`config.mk`:
```
export PLATFORM = sky130hd
export DESIGN_NAME = key_gesture_detector
export DESIGN_NICKNAME = d
export VERILOG_FILES = /design/src/hw/rtl/kgd_pkg.sv /design/src/hw/rtl/kgd_fsm.sv /design/src/hw/rtl/key_gesture_detector.sv
export SDC_FILE = /design/constraint.sdc
export NUM_CORES = 1
export LEC_CHECK = 0
export ABC_AREA = 1
export BUFFER_PORTS_ARGS = -buffer_cell sky130_fd_sc_hd__buf_2
export CAP_MARGIN = 20
export CORE_ASPECT_RATIO = 1.2
export CORE_MARGIN = 4
export CORE_UTILIZATION = 63
export CTS_CLUSTER_SIZE = 16
export DETAILED_ROUTE_END_ITERATION = 8
export HOLD_SLACK_MARGIN = 0.15
export PLACE_DENSITY = 0.81
export SYNTH_ARGS = -nofsm -noshare
export SYNTH_HDL_FRONTEND = slang
export SYNTH_SLANG_ARGS = --single-unit
```
`constraint.sdc`:
```
create_clock -name clk -period 5.9 [get_ports clk]
set_input_delay 0.59 -clock clk [delete_from_list [all_inputs] [get_ports clk]]
set_output_delay 0.59 -clock clk [all_outputs]
set_load 0.005 [all_outputs]
```
`src/hw/rtl/kgd_pkg.sv`:
```
`default_nettype none
// ---------------------------------------------------------------------------
// kgd_pkg: shared types and constants of the key gesture detector
// Sample and event payloads, the per-key state record, the gesture state
// codes, the event codes and the configuration register map.
// ---------------------------------------------------------------------------
package kgd_pkg;

    typedef struct packed {
        logic [1:0]  key_index;
        logic        pressed;
        logic [31:0] now_ms;
    } kgd_sample_t;

    typedef struct packed {
        logic [1:0] event_key;
        logic [1:0] event_kind;
    } kgd_event_t;

    typedef enum logic [3:0] {
        GS_IDLE        = 4'b0001,
        GS_WAIT_LONG   = 4'b0010,
        GS_WAIT_DOUBLE = 4'b0100,
        GS_REPEAT      = 4'b1000
    } kgd_gs_t;

    localparam logic [1:0] EV_SINGLE = 2'd0;
    localparam logic [1:0] EV_DOUBLE = 2'd1;
    localparam logic [1:0] EV_LONG   = 2'd2;
    localparam logic [1:0] EV_REPEAT = 2'd3;

    localparam logic [1:0] CFG_DOUBLE_WINDOW   = 2'd0;
    localparam logic [1:0] CFG_LONG_PRESS      = 2'd1;
    localparam logic [1:0] CFG_REPEAT_INTERVAL = 2'd2;

    localparam logic [15:0] DOUBLE_WINDOW_RESET   = 16'd300;
    localparam logic [15:0] LONG_PRESS_RESET      = 16'd2000;
    localparam logic [15:0] REPEAT_INTERVAL_RESET = 16'd200;

    typedef struct packed {
        kgd_gs_t     state;
        logic [31:0] entry_time;
        logic        level;
    } kgd_key_state_t;

    typedef struct packed {
        logic [15:0] double_window_ms;
        logic [15:0] long_press_ms;
        logic [15:0] repeat_interval_ms;
    } kgd_cfg_t;

    typedef struct packed {
        logic       fire;
        logic [1:0] kind;
    } kgd_hit_t;

endpackage

`default_nettype wire

```
`src/hw/rtl/kgd_fsm.sv`:
```
`default_nettype none
// ---------------------------------------------------------------------------
// kgd_fsm: next-state logic for one key
// Finds the edges against the stored level, measures the wrapped elapsed
// time and advances the four-state gesture machine, flagging at most one
// event.
// ---------------------------------------------------------------------------
module kgd_fsm
    import kgd_pkg::*;
(
    input  kgd_key_state_t cur,
    input  logic           level,
    input  logic [31:0]    now_ms,
    input  kgd_cfg_t       cfg,
    output kgd_key_state_t nxt,
    output kgd_hit_t       hit
);

    logic        rise;
    logic        fall;
    logic [31:0] elapsed;
    logic        long_due;
    logic        double_due;
    logic        repeat_due;

    assign rise       = level & ~cur.level;
    assign fall       = ~level & cur.level;
    assign elapsed    = now_ms - cur.entry_time;
    assign long_due   = elapsed >= {16'd0, cfg.long_press_ms};
    assign double_due = elapsed >= {16'd0, cfg.double_window_ms};
    assign repeat_due = elapsed >= {16'd0, cfg.repeat_interval_ms};

    always_comb
    begin
        nxt       = cur;
        nxt.level = level;
        hit.fire  = 1'b0;
        hit.kind  = EV_SINGLE;
        unique case (cur.state)
            GS_WAIT_LONG:
            begin
                if (fall)
                begin
                    nxt.state      = GS_WAIT_DOUBLE;
                    nxt.entry_time = now_ms;
                end
                else if (level && long_due)
                begin
                    hit.fire       = 1'b1;
                    hit.kind       = EV_LONG;
                    nxt.state      = GS_REPEAT;
                    nxt.entry_time = now_ms;
                end
            end
            GS_WAIT_DOUBLE:
            begin
                if (rise)
                begin
                    hit.fire  = 1'b1;
                    hit.kind  = EV_DOUBLE;
                    nxt.state = GS_IDLE;
                end
                else if (double_due)
                begin
                    hit.fire  = 1'b1;
                    hit.kind  = EV_SINGLE;
                    nxt.state = GS_IDLE;
                end
            end
            GS_REPEAT:
            begin
                if (fall)
                begin
                    nxt.state = GS_IDLE;
                end
                else if (level && repeat_due)
                begin
                    hit.fire       = 1'b1;
                    hit.kind       = EV_REPEAT;
                    nxt.entry_time = now_ms;
                end
            end
            default:
            begin
                if (rise)
                begin
                    nxt.state      = GS_WAIT_LONG;
                    nxt.entry_time = now_ms;
                end
                else
                begin
                    nxt.state = GS_IDLE;
                end
            end
        endcase
    end

endmodule

`default_nettype wire

```
`src/hw/rtl/key_gesture_detector.sv`:
```
`default_nettype none
// A sample passes the input register and then the output register to gesture.
// Throughput: one sample per cycle unless the output stalls; the per-key state
// is read, updated and written back between the sample and event registers.
// Reset clears all keys to idle, not pressed, entry time zero, and loads the
// configuration defaults; the block takes samples right after reset.
// ---------------------------------------------------------------------------
// key_gesture_detector: single, double, long press and repeat detector
// Takes per-key scan samples and reports gesture events, one stage of
// per-key state update between an input register and an output register.
// ---------------------------------------------------------------------------
module key_gesture_detector
    import kgd_pkg::*;
#(
    parameter int NUM_KEYS = 4
)
(
    input  logic        clk,
    input  logic        rst_n,
    input  logic        sample_valid,
    output logic        sample_ready,
    input  kgd_sample_t sample,
    output logic        gesture_valid,
    input  logic        gesture_ready,
    output kgd_event_t  gesture,
    input  logic        cfg_write,
    input  logic [1:0]  cfg_index,
    input  logic [15:0] cfg_data
);

    localparam int DEPTH = (NUM_KEYS < 4) ? NUM_KEYS : 4;
    localparam int IDX_W = (DEPTH > 1) ? $clog2(DEPTH) : 1;

    kgd_cfg_t       cfg_reg;
    kgd_key_state_t key_reg [DEPTH];
    kgd_sample_t    s1_reg;
    logic           s1_valid_reg;
    kgd_event_t     out_reg;
    logic           out_valid_reg;

    logic           advance;
    logic           key_ok;
    logic [IDX_W-1:0] idx;
    kgd_key_state_t cur;
    kgd_key_state_t key_next;
    kgd_hit_t       hit;

    assign advance      = s1_valid_reg & (~out_valid_reg | gesture_ready);
    assign sample_ready = ~s1_valid_reg | advance;
    assign key_ok       = int'(s1_reg.key_index) < DEPTH;
    assign idx          = key_ok ? IDX_W'(s1_reg.key_index) : '0;
    assign cur          = key_reg[idx];

    kgd_fsm u_fsm
    (
        .cur    (cur),
        .level  (s1_reg.pressed),
        .now_ms (s1_reg.now_ms),
        .cfg    (cfg_reg),
        .nxt    (key_next),
        .hit    (hit)
    );

    always_ff @(posedge clk or negedge rst_n)
    begin
        if (!rst_n)
        begin
            cfg_reg.double_window_ms   <= DOUBLE_WINDOW_RESET;
            cfg_reg.long_press_ms      <= LONG_PRESS_RESET;
            cfg_reg.repeat_interval_ms <= REPEAT_INTERVAL_RESET;
        end
        else if (cfg_write)
        begin
            priority case (cfg_index)
                CFG_DOUBLE_WINDOW:   cfg_reg.double_window_ms   <= cfg_data;
                CFG_LONG_PRESS:      cfg_reg.long_press_ms      <= cfg_data;
                CFG_REPEAT_INTERVAL: cfg_reg.repeat_interval_ms <= cfg_data;
                default:             cfg_reg                    <= cfg_reg;
            endcase
        end
    end

    always_ff @(posedge clk or negedge rst_n)
    begin
        if (!rst_n)
        begin
            for (int k = 0; k < DEPTH; k++)
            begin
                key_reg[k].state      <= GS_IDLE;
                key_reg[k].entry_time <= '0;
                key_reg[k].level      <= 1'b0;
            end
        end
        else if (advance && key_ok)
        begin
            key_reg[idx] <= key_next;
        end
    end

    always_ff @(posedge clk or negedge rst_n)
    begin
        if (!rst_n)
        begin
            s1_valid_reg  <= 1'b0;
            out_valid_reg <= 1'b0;
        end
        else
        begin
            if (sample_ready)
            begin
                s1_valid_reg <= sample_valid;
            end
            if (advance)
            begin
                out_valid_reg <= hit.fire & key_ok;
            end
            else if (gesture_ready)
            begin
                out_valid_reg <= 1'b0;
            end
        end
    end

    always_ff @(posedge clk)
    begin
        if (sample_valid && sample_ready)
        begin
            s1_reg <= sample;
        end
        if (advance && hit.fire && key_ok)
        begin
            out_reg.event_key  <= s1_reg.key_index;
            out_reg.event_kind <= hit.kind;
        end
    end

    assign gesture_valid = out_valid_reg;
    assign gesture       = out_reg;

    a_sample_lands: assert property (@(posedge clk) disable iff (!rst_n)
        sample_valid && sample_ready |=> s1_valid_reg)
        else $error("Accepted sample did not reach the input register.");

    a_stall_holds: assert property (@(posedge clk) disable iff (!rst_n)
        s1_valid_reg && !advance |=> s1_valid_reg && $stable(s1_reg))
        else $error("Stalled sample was lost or changed.");

    a_event_source: assert property (@(posedge clk) disable iff (!rst_n)
        $rose(gesture_valid) |-> $past(advance))
        else $error("Event appeared without a state update.");

endmodule

`default_nettype wire
```
==> results of run 1 <==
-- power breakdown --
group          total [W]  switching, W  internal, W
Sequential       0.00244      0.000283      0.00216
Clock            0.00171      0.000685      0.00103
Combinational    0.00390       0.00255      0.00136
-- worst register-to-register path, stage by stage (launching register included) --
cell and delay [ns]:
edfxtp_1 0.48, nand2_2 0.18, inv_2 0.34, a22oi_1 0.30, and2_1 0.22, inv_1 0.08
ha_1 0.25, fa_1 0.47, inv_1 0.17, nand3_1 0.11, nand3_1 0.21, nand2_1 0.08
nand2_1 0.17, xor2_1 0.31, ha_1 0.21, a21oi_1 0.06, nor3_1 0.15, a211oi_1 0.08
nand2_1 0.09, nand4_1 0.13, nand4_4 0.15, buf_4 0.42, nand3_1 0.20, nand3_1 0.15
nand2_1 0.08, inv_1 0.15
-- synthesized netlist by cell type (all sizes together) --
cell type | instances | area share
buf | 22 | 0.0087
nor2 | 100 | 0.026
and2 | 7 | 0.0029
inv | 267 | 0.066
nand4 | 16 | 0.0076
a211oi | 7 | 0.0035
edfxtp | 39 | 0.077
o22ai | 34 | 0.014
o21bai | 1 | 0.00049
nand3 | 168 | 0.066
a21oi | 64 | 0.021
o21ai | 68 | 0.023
xor2 | 14 | 0.0081
a31oi | 4 | 0.0016
clkinv | 13 | 0.0032
nand3b | 3 | 0.0015
fa | 1 | 0.0013
nor3 | 8 | 0.0026
clkbuf | 62 | 0.015
nand2 | 839 | 0.21
dfstp | 17 | 0.029
xnor2 | 1 | 0.00058
a221oi | 32 | 0.019
a22oi | 12 | 0.0059
a22o | 30 | 0.017
a21o | 5 | 0.0025
and3 | 1 | 0.00041
dfrtp | 181 | 0.30
o221ai | 2 | 0.0012
ha | 81 | 0.067
-- worst paths after layout --
path / slack [ns] / to / from
setup / recovery: 0.35 / gesture[3] / idx[1]
hold reg to reg: 0.48 / key_reg[26] / key_reg[26]
hold / removal: 0.12 / cfg_reg[38] / rst_n
max in group asynchronous: 4.50 / key_reg[90] / rst_n
min in group clk: 0.22 / s1_reg[31] / sample[31]
setup reg to reg: 0.35 / gesture[3] / idx[1]
-- kinds of logic (layout without fill, tap and decap cells) --
| logic type | count (synthesis) | in the layout | synth area share |
|---|---|---|---|
| buf+inv | 364 | 423 | 0.0932 |
| simple gates | 1142 | 1143 | 0.317 |
| xor+xnor | 15 | 15 | 0.00865 |
| flops | 237 | 237 | 0.405 |
| fa+ha+maj | 82 | 82 | 0.0680 |
| compound gates | 259 | 259 | 0.109 |
-- metal layers --
metal	vias to the layer above	wire length, um
li1	6821	-
met1	6750	17600
met2	779	21100
met3	135	4600
met4	0	1510
met5	-	0
-- per-stage QoR --
stage               instance area (sq um)  cells  utilization  total power (W)  hold slack, ns
finish                              16800   2479        0.706          0.00806           0.124
global route                        16800   2479        0.706          0.00869           0.188
CTS                                 16700   2475        0.702          0.00798           0.153
detailed placement                  15800   2427        0.664          0.00623           0.466
global placement                    15800   2427        0.664          0.00609           0.460
floorplan                           15200   2099            -          0.00519           0.294
-- layout make-up --
type | count | area [sq um] | area share
clock buffer | 41 | 808 | 0.0481
clock inverter | 7 | 101 | 0.00603
inverter | 280 | 1050 | 0.0626
multi-input combinational | 1499 | 7690 | 0.458
sequential | 237 | 6150 | 0.366
tap | 320 | 400 | 0.0238
timing repair buffer | 95 | 612 | 0.0364
-- timing repair --
item                                    in CTS  in global routing
gates resized for setup                      0                  9
endpoints found under the setup margin       0                139
endpoints found under the hold margin        0                  0
==> flow_summary_export.csv, run 1 <==
group,metric,value,unit
status,status,"completed",
final_layout,drive_gt1_frac,0.104,
die,initial_core_util,0.638,
setup_path,cp.depth,25,
clock_tree,clkTransAtPathRegs,0.06,ns
final_layout,nFillCells,1906,
detailed_routing,drtAntennaViolNets,0,
global_routing,grtUsageMet2,0.555,
global_routing,grt_max_degree,103,
timing,final.period_utilization,0.940,
placed_design,dp_slack,0.205,ns
clock_tree,cts_hold_buf,0,
placed_design,io_buffers,63,
setup_path,critPathTopFamily,"simple AND/OR/NAND/NOR gates",
global_routing,grtUsageMet3,0.0775,
timing,finalMaxSlewViolations,0,
detailed_routing,detail_route.wl_per_cell,18.1,um
synthesis,synth_seq_cells,237,
final_layout,num_antenna_cells,0,
global_routing,grt-busiest-layer,"met2",
final_layout,final_cell_mix,"832 x nand2_1, 255 x inv_1, 181 x dfrtp_1, 136 x nand3_1, 90 x nor2_1",
global_routing,grt_overflow_total,0,
final_layout,nNetsFinal,2279,
setup_path,worstSetupPathType,"flop to flop",
synthesis,avgSynthCellArea,7.24,sq um
global_routing,grt_pass1_vias,14200,
die,die_w,150,um
detailed_routing,viasPerCell,5.84,
detailed_routing,drc_errors,0,
clock_tree,cts-root-buf,"clkbuf_16",
synthesis,syn-num-nets,2239,
final_layout,final_common_cell,"nand2_1",
timing,setup_tns,0,ns
die,core,0.0238,sq mm
detailed_routing,num_vias,14500,
clock_tree,clockBufferDepth,3,
die,rows,62,
placed_design,dp_hpwl,29300,um
power_and_ir_drop,power_density,479,mW/mm^2
detailed_routing,wl,44800,um
clock_tree,clock_sinks,237,
setup_path,slowest_stage,"edfxtp_1",
global_routing,grt_usage,0.336,
run,maxCapViolations,0,
timing,finalClockSkew,0.0259,ns
clock_tree,cts_setup_buffers,0,
synthesis,ys_seq_area_frac,0.405,
setup_path,cp.required,6.14,ns
power_and_ir_drop,leakage,9.14,nW
timing,setup_ws,0.352,ns
clock_tree,ctsHtreeMaxLevel,1,
synthesis,syn_area,0.0152,sq mm
setup_path,critPathMaxFanout,34,
die,ios,64,
power_and_ir_drop,ir_drop,0.337,mV
timing,max_freq,180,MHz
global_routing,grt_use_met1,0.429,
worst_hold_path,hp-class,"input pin to async pin",
setup_path,path_buf_inv,5,
timing,min_period,5.55,ns
die,dieArea,0.0267,sq mm
clock_tree,numCtsBuffers,26,
synthesis,yosys_warnings,0,
die,die_h,178,um
global_routing,antenna_found_initial,0,
setup_path,reg2reg_depth,25,
timing,rsz0062_at_grt,"false",
synthesis,syn_inst,2099,
timing,max-slew-margin-rel,0.325,
synthesis,synth_cell_type_count,44,
final_layout,area_growth,10.7,%
setup_path,critPathArrivalTime,5.79,ns
timing,final-hold-violation-count,0,
setup_path,critical_path.max_stage_delay,0.48,ns
detailed_routing,drt-pass1-iter-count,6,
timing,final-setup-viol-count,0,
clock_tree,clk_latency,0.55,ns
setup_path,end_kind,"flop",
clock_tree,cts_tree,"yes",
detailed_routing,drt_first_iter_violations,1476,
setup_path,startpoint_type,"flop",
placed_design,gp_congestion,0.964,
timing,tightest_slew,1.01,ns
final_layout,largest_reg_flops,148,
global_routing,grt_pass1_wl,71500,um
Power figures use the tool's default switching activity.
==> run 2, diff against run 1 <==
--- a/config.mk
+++ b/config.mk
@@ -10,11 +10,12 @@
 export CAP_MARGIN = 20
 export CORE_ASPECT_RATIO = 1.2
 export CORE_MARGIN = 4
-export CORE_UTILIZATION = 63
+export CORE_UTILIZATION = 65
+export CTS_BUF_LIST = sky130_fd_sc_hd__clkbuf_8
 export CTS_CLUSTER_SIZE = 16
 export DETAILED_ROUTE_END_ITERATION = 8
 export HOLD_SLACK_MARGIN = 0.15
-export PLACE_DENSITY = 0.81
+export PLACE_DENSITY = 0.83
 export SYNTH_ARGS = -nofsm -noshare
 export SYNTH_HDL_FRONTEND = slang
 export SYNTH_SLANG_ARGS = --single-unit
==> flow_summary_export.csv, run 2 (synthesized netlist as in run 1, its figures left out) <==
group,metric,value,unit
status,status,"completed",
detailed_routing,drt_first_iter_violations,1459,
clock_tree,cts_tree,"yes",
die,ios,64,
die,initial_core_util,0.657,
final_layout,largest_reg_flops,148,
worst_hold_path,hp-start,"sample[32]",
setup_path,path_buf_inv,2,
timing,final-hold-violation-count,0,
worst_hold_path,hold-path-endpoint,"s1_reg[32]",
setup_path,critPathArrivalTime,5.95,ns
placed_design,io_buffers,63,
setup_path,path_cells,"nand2_1, inv_2, a22o_1, a221oi_1, ha_1, nand2_1, nor2_1, nand2_1, nor3_1, nand2_1, nand3_1, nand2_1, nor2_1, nand2_1, nor2_4, nand3_2, nand2_4, buf_4, nand3_1, nand2_1, nand3_2, nand2_1, nand2_1",
global_routing,grt-busiest-layer,"met2",
setup_path,critPathTopFamily,"simple AND/OR/NAND/NOR gates",
global_routing,grt_pass1_wl,70800,um
power_and_ir_drop,ir_drop,0.307,mV
final_layout,final_cell_mix,"832 x nand2_1, 268 x inv_1, 181 x dfrtp_1, 136 x nand3_1, 90 x nor2_1",
clock_tree,clock_sinks,237,
final_layout,post-route-util,0.723,
die,dieArea,0.0259,sq mm
die,die_h,175,um
run,maxCapViolations,0,
timing,rsz0062_at_grt,"false",
placed_design,dp_slack,0.457,ns
timing,max_freq,182,MHz
detailed_routing,drc_errors,0,
worst_hold_path,hp-class,"input pin to flop",
final_layout,drive_gt1_frac,0.109,
placed_design,gp_congestion,0.967,
global_routing,grtUsageMet2,0.549,
setup_path,crit_start,"idx[1]",
timing,final-setup-viol-count,0,
final_layout,area_growth,10.0,%
worst_hold_path,whs_path_depth,1,
setup_path,r2r-end,"key_reg[58]",
final_layout,num_antenna_cells,0,
placed_design,place_area,0.0159,sq mm
setup_path,reg2reg_from,"idx[1]",
die,core,0.0231,sq mm
clock_tree,ctsHtreeMaxLevel,2,
setup_path,critical_path.max_stage_delay,0.89,ns
clock_tree,cts_setup_buffers,0,
setup_path,critPathMaxFanout,35,
clock_tree,clkTransAtPathRegs,0.06,ns
setup_path,rrSetupSlack,0.40,ns
detailed_routing,viasPerCell,5.80,
detailed_routing,num_vias,14500,
global_routing,grt_use_met1,0.443,
placed_design,dp_hpwl,29600,um
detailed_routing,drt-pass1-iter-count,8,
final_layout,nNetsFinal,2295,
final_layout,design_area,0.0167,sq mm
final_layout,nFillCells,1881,
global_routing,grt_usage,0.339,
global_routing,grt_pass1_vias,14000,
detailed_routing,drtAntennaViolNets,0,
timing,min_period,5.50,ns
setup_path,reg2reg_depth,23,
die,rows,61,
setup_path,startpoint_type,"flop",
timing,setup_tns,0,ns
timing,finalMaxSlewViolations,0,
timing,tightest_slew,1.15,ns
global_routing,grtUsageMet3,0.0699,
power_and_ir_drop,power_density,465,mW/mm^2
setup_path,slowest_stage,"a221oi_1",
setup_path,cp_common_cell,"nand2_1",
timing,hold_ws,0.190,ns
detailed_routing,detail_route.wl_per_cell,17.5,um
setup_path,cp.required,6.36,ns
timing,setup_ws,0.403,ns
global_routing,grt_max_degree,175,
die,die_w,148,um
setup_path,end_kind,"flop",
timing,max-slew-margin-rel,0.234,
global_routing,antenna_found_initial,0,
clock_tree,numCtsBuffers,39,
final_layout,final_common_cell,"nand2_1",
clock_tree,cts-root-buf,"clkbuf_8",
timing,finalClockSkew,0.0430,ns
global_routing,grt_overflow_total,0,
setup_path,worstSetupPathType,"flop to flop",
power_and_ir_drop,leakage,9.17,nW
clock_tree,clk_latency,0.58,ns
timing,final.period_utilization,0.932,
clock_tree,clockBufferDepth,3,
detailed_routing,wl,43900,um
## run 2: metal layers
layer | part of all wire | vias to the layer above
met4 | 0.034 | 0
li1 | - | 6855
met5 | 0 | -
met1 | 0.39 | 6725
met3 | 0.10 | 128
met2 | 0.47 | 801
## run 2: final cells by class
| cell class | count | area [sq um] | area share |
|---|---|---|---|
| well taps | 315 | 394 | 0.0236 |
| clock inverters | 26 | 164 | 0.00981 |
| multi-input cells | 1498 | 7660 | 0.458 |
| inverters | 280 | 1050 | 0.0629 |
| repair buffers | 99 | 669 | 0.0400 |
| clock buffers | 46 | 633 | 0.0379 |
| flip-flops and latches | 237 | 6150 | 0.368 |
## run 2: worst register-to-register path, stage by stage (launching register included)
cell and delay [ns]:
edfxtp_1 0.47, nand2_1 0.20, inv_2 0.35, a22o_1 0.35
a221oi_1 0.89, ha_1 0.37, nand2_1 0.12, nor2_1 0.20
nand2_1 0.10, nor3_1 0.33, nand2_1 0.20, nand3_1 0.14
nand2_1 0.06, nor2_1 0.09, nand2_1 0.08, nor2_4 0.24
nand3_2 0.16, nand2_4 0.10, buf_4 0.38, nand3_1 0.14
nand2_1 0.13, nand3_2 0.14, nand2_1 0.09, nand2_1 0.06
## run 2: timing repair
item	CTS	global route
hold buffers	1	0
gates resized for setup	0	2
endpoints found under the hold margin	24	0
setup endpoints to repair	0	14
## run 2: worst max-delay path by stage
stage | slack [ns] | depth (start not counted) | to
after floorplan | 1.52 | 24 | gesture[0]
after global placement | 0.53 | 22 | gesture[3]
after detailed placement | 0.46 | 23 | gesture[0]
after CTS | 0.43 | 22 | gesture[1]
after global routing | 0.05 | 24 | gesture[1]
final | 0.40 | 23 | key_reg[58]
## run 2: through the flow
stage / instances / total power, W
finish: 2501 / 0.00778
global route: 2501 / 0.00841
CTS: 2498 / 0.00772
detailed placement: 2425 / 0.00625
global placement: 2425 / 0.00613
floorplan: 2099 / 0.00519
## run 2: power breakdown
| group | leakage (nW) | switching, W | internal, W |
|---|---|---|---|
| sequential | 2.88 | 0.000272 | 0.00216 |
| combinational | 5.83 | 0.00253 | 0.00136 |
| clock | 0.455 | 0.000689 | 0.000766 |
| total | 9.17 | 0.00349 | 0.00429 |
